## src/hw/rtl/c1r_pkg.sv

```systemverilog
`timescale 1ns / 1ps

package c1r_pkg;

    // Field widths of the channels.
    localparam int OP_W        = 2;
    localparam int INDEX_W     = 11;
    localparam int VALUE_W     = 16;
    localparam int OUT_CHAN_W  = 4;
    localparam int OUT_VALUE_W = 15;
    localparam int CFG_INDEX_W = 2;
    localparam int CFG_DATA_W  = 5;

    // Largest layer shape. The channel field widths above are sized for it.
    localparam int MAX_IN_CHANNELS  = 16;
    localparam int MAX_OUT_CHANNELS = 16;
    localparam int MAX_KERNEL       = 8;

    // Q8.8 fraction bits and the saturation limit of a result.
    localparam int                     FRAC_W  = 8;
    localparam logic [OUT_VALUE_W-1:0] SAT_MAX = 15'h7FFF;

    typedef logic [OP_W-1:0]           t_op;
    typedef logic [INDEX_W-1:0]        t_index;
    typedef logic signed [VALUE_W-1:0] t_value;
    typedef logic [CFG_INDEX_W-1:0]    t_cfg_index;
    typedef logic [CFG_DATA_W-1:0]     t_cfg_data;

    // Operation codes of an input transaction.
    localparam t_op OP_WEIGHT  = 2'd0;
    localparam t_op OP_BIAS    = 2'd1;
    localparam t_op OP_SAMPLE  = 2'd2;
    localparam t_op OP_RESTART = 2'd3;

    // Configuration register indexes.
    localparam t_cfg_index REG_IN_CHANNELS  = 2'd0;
    localparam t_cfg_index REG_OUT_CHANNELS = 2'd1;
    localparam t_cfg_index REG_WINDOW_LEN   = 2'd2;

    // Control that travels with one multiply-accumulate term.
    typedef struct packed {
        logic valid;
        logic first;
        logic last;
    } t_mac_ctl;

endpackage

```

## src/hw/rtl/c1r_mac.sv

```systemverilog
`timescale 1ns / 1ps

module c1r_mac
    import c1r_pkg::*;
#(
    parameter int TERMS = 128
) (
    input  logic                   i_clk,
    input  logic                   i_rst_n,
    input  t_mac_ctl               i_ctl,
    input  t_value                 i_weight,
    input  t_value                 i_sample,
    input  t_value                 i_bias,
    output logic                   o_done,
    output logic [OUT_VALUE_W-1:0] o_result
);

    // Products are Q16.16 and at most TERMS of them are summed, plus the bias.
    localparam int ACC_W = 2 * VALUE_W + $clog2(TERMS + 1) + 1;

    t_mac_ctl                  r_ctl;
    logic signed [2*VALUE_W-1:0] r_prod;
    logic signed [ACC_W-1:0]   r_acc;
    logic                      r_done;
    logic signed [ACC_W-1:0]   n_acc;
    logic signed [ACC_W-1:0]   acc_base;
    logic signed [ACC_W-1:0]   acc_shift;

    always_comb begin
        acc_base = r_ctl.first ? (ACC_W'(i_bias) <<< FRAC_W) : r_acc;
        n_acc    = acc_base + ACC_W'(r_prod);
    end

    always_ff @(posedge i_clk) begin
        r_prod <= i_weight * i_sample;
        if (r_ctl.valid) begin
            r_acc <= n_acc;
        end
        if (!i_rst_n) begin
            r_ctl  <= '0;
            r_done <= 1'b0;
        end else begin
            r_ctl  <= i_ctl;
            r_done <= r_ctl.valid && r_ctl.last;
        end
    end

    // ReLU, truncation to unsigned Q7.8 and saturation.
    always_comb begin
        acc_shift = r_acc >>> FRAC_W;
        if (r_acc <= 0) begin
            o_result = '0;
        end else if (acc_shift > ACC_W'(SAT_MAX)) begin
            o_result = SAT_MAX;
        end else begin
            o_result = acc_shift[OUT_VALUE_W-1:0];
        end
    end

    assign o_done = r_done;

endmodule

```

## config.mk

```make
export PLATFORM = sky130hd
export DESIGN_NAME = c1r_mac
export DESIGN_NICKNAME = d
export VERILOG_FILES = /design/src/hw/rtl/c1r_pkg.sv /design/src/hw/rtl/c1r_mac.sv
export SDC_FILE = /design/constraint.sdc
export NUM_CORES = 1
export LEC_CHECK = 0
export BUFFER_PORTS_ARGS = -buffer_cell sky130_fd_sc_hd__buf_2
export CAP_MARGIN = 20
export CORE_ASPECT_RATIO = 1.1
export CORE_MARGIN = 8
export CORE_UTILIZATION = 38
export CTS_CLUSTER_DIAMETER = 60
export DETAILED_ROUTE_END_ITERATION = 8
export PLACE_DENSITY = 0.58
export SLEW_MARGIN = 20
export SYNTH_ARGS = -nofsm -noshare
export SYNTH_HDL_FRONTEND = slang
export SYNTH_SLANG_ARGS = --single-unit
```

## constraint.sdc

```tcl
create_clock -name i_clk -period 10.4 [get_ports i_clk]
set_input_delay 0 -clock i_clk [delete_from_list [all_inputs] [get_ports i_clk]]
set_output_delay 0 -clock i_clk [all_outputs]
set_load 0.005 [all_outputs]
```

==> impl_metrics.ini <==
[global_route]
met2_usage_pct = 26.0
gr-usage-met3_pct = 1.50
grt_pass1_vias = 11400
grt_util_met1_pct = 22.8
grt.busiest_layer = met2
grt_pass1_wl_um = 59400
grt-ovfl-total = 0
track_usage_pct = 16.1
grt_max_degree = 43
antenna_found_initial = 0

[yosys]
yosys.area.top_type = fa_1
synth_area_leaders = fa_1, ha_1, inv_1, edfxtp_1, and2_1
ys_types = 63
syn_inst = 1599
synth_top_area_share_pct = 35.7
yosysWarnings = 0
syn_area_sq_um = 14700
synth.most_common_cell = inv_1
synth_commonest_cells = inv_1, fa_1, nand2_1, and2_1, ha_1
synthFlopType = edfxtp_1
synth_nets = 2037
async_flop_share_pct = 0
synth_area_per_cell_sq_um = 9.21
ys_seq_elements = 77
synth_edf_count = 41
yosysSeqAreaShare_pct = 13.3

[setup_path]
worstPathMaxFanout = 16
reg2reg_to = r_acc[39]
cp-start-kind = primary input
reg2reg_depth = 13
max_stage_delay_ps = 540
cpMaxStageDelayCell = fa_1
path_depth = 21
worstSetupEndpoint = r_prod[28]
cp_top_family = adder cells
path_class = primary input to register
reg2reg_slack_ps = 6290
crit_path_end_kind = register
r2r-start = r_ctl[1]
setup.worst_path.start = i_weight[11]
path_cells = buf_2 > nand2_1 > fa_1 > fa_1 > fa_1 > inv_1 > fa_1 > fa_1 > inv_1 > fa_1 > inv_1 > ha_1 > a21oi_1 > and2_1 > o21ai_0 > a41oi_1 > o31ai_1 > a41o_1 > a311oi_2 > nor4bb_1 > a211o_1
cp.arrival_ps = 6000
cp_num_buf_inv = 4
required_ps = 10630
critPathMostFrequentCell = fa_1

[sta]
setup_viol = 0
worst_pin_slew_ps = 1030
slew_violations = 0
slew_headroom_pct = 31.2
final_hold_viol_count = 0
finalSetupTns_ps = 0
period_share_pct = 55.5
rsz0062_at_grt = false
min_period_ps = 5770
max_freq_ghz = 0.173
finClkSkew_ps = 8.46

[min_path]
holdCritPathClass = primary input to register

[detailed_routing]
drt_pass1_iterations = 7
drt_wl_total_um = 35800
routedWlPerCell_um = 16.8
drc = 0
vias_per_cell = 5.05
ant_nets = 0
first_iter_violations = 691
vias = 10800

[cells_and_area]
nFillCells = 3826
drive_gt1_share_pct = 6.98
syn_to_final_growth_pct = 7.41
num-nets-final = 2066
antenna_cells = 0

[cts]
cts_tree = yes
clk_pin_slew_ps = 60
clock-sinks = 77
cts_buffers = 9
clock_latency_ps = 340
hold_buffers = 7
cts_resized = 0
post_cts_buffers = 0
cts-root-buf = clkbuf_16
clk_path_buf_depth = 2
htreeDepth = 3

[placed_design]
dp_hpwl_um = 29400
port_buffers = 68
gp_congestion = 0.891

[floorplan]
io_pins = 69
core_sq_um = 38200
initial_utilization_pct = 38.6
die_h_um = 222
rows = 75
fp.dieW_um = 204
die_area_sq_um = 45300

[job]
maxCapViolCount = 0

[run_status]
outcome = finished clean
==> layout by cell type (no fill, tap or decap), drive strengths merged, types with 15 or more instances in the layout <==
cell type  instances
o21a              26
nor2              59
inv              334
nand3             17
edfxtp            41
ha               122
xor2              21
o21ai             48
fa               263
a21o              33
and2             132
nand2            138
buf               69
xnor2             47
nor2b             16
a21oi             70
dfxtp             36
mux2              15
==> cell type report <==
class                      count  area [sq um]  area share [%]
clock buffer                  11           243            1.53
clock inverter                 5          25.0           0.158
inverter                     333          1250            7.90
multi-input combinational   1131         11300            71.5
sequential                    77          1950            12.3
tap                          500           626            3.95
timing repair buffer          76           418            2.64
==> flip-flops by register name, indices dropped and copies added, names as in the netlist <==
name and flops:
r_acc 41, r_prod 32, r_ctl 3, o_done 1
==> how the worst min path moves through the flow <==
stage / from / to / slack [ps] / cells after the start
3_5_place_dp: i_ctl[2] / r_ctl[2] / 210 / 2
6_report: i_weight[0] / r_prod[0] / 130 / 2
4_1_cts: i_weight[0] / r_prod[0] / 110 / 2
5_1_grt: i_weight[0] / r_prod[0] / 130 / 2
2_1_floorplan: i_rst_n / r_ctl[0] / 120 / 1
3_3_place_gp: i_ctl[0] / r_ctl[0] / 210 / 2
==> through the flow <==
stage                     worst slack [ps]  cell area, sq um  std cells  hold WS [ps]  utilization, %
after floorplan                       4800             14700       1599           122               -
after global placement                4400             15500       2110           211            40.5
after detailed placement              4310             15500       2110           206            40.5
after CTS                             4650             15800       2133           112            41.4
after global routing                  4300             15800       2133           131            41.4
final                                 4630             15800       2133           128            41.4
==> kinds of logic after synthesis <==
| group | count (synthesis) | synth area share (%) |
|---|---|---|
| AOI/OAI and AO/OA | 243 | 10.8 |
| and+or+nand+nor | 420 | 14.6 |
| DFF | 77 | 13.3 |
| muxes | 15 | 1.15 |
| adders and majority gates | 385 | 46.1 |
| buffers and inverters | 391 | 10.0 |
| xor gates and xnor gates | 68 | 4.04 |
==> routing by layer <==
layer,share of wire (%),up-vias
met1,48,5359
met5,0,-
met3,5.1,40
met4,2.1,0
li1,-,5094
met2,45,285
Power is left out: the tool's default activity adds up to more than one toggle a clock period on the data nets, which glitch-free logic cannot reach.
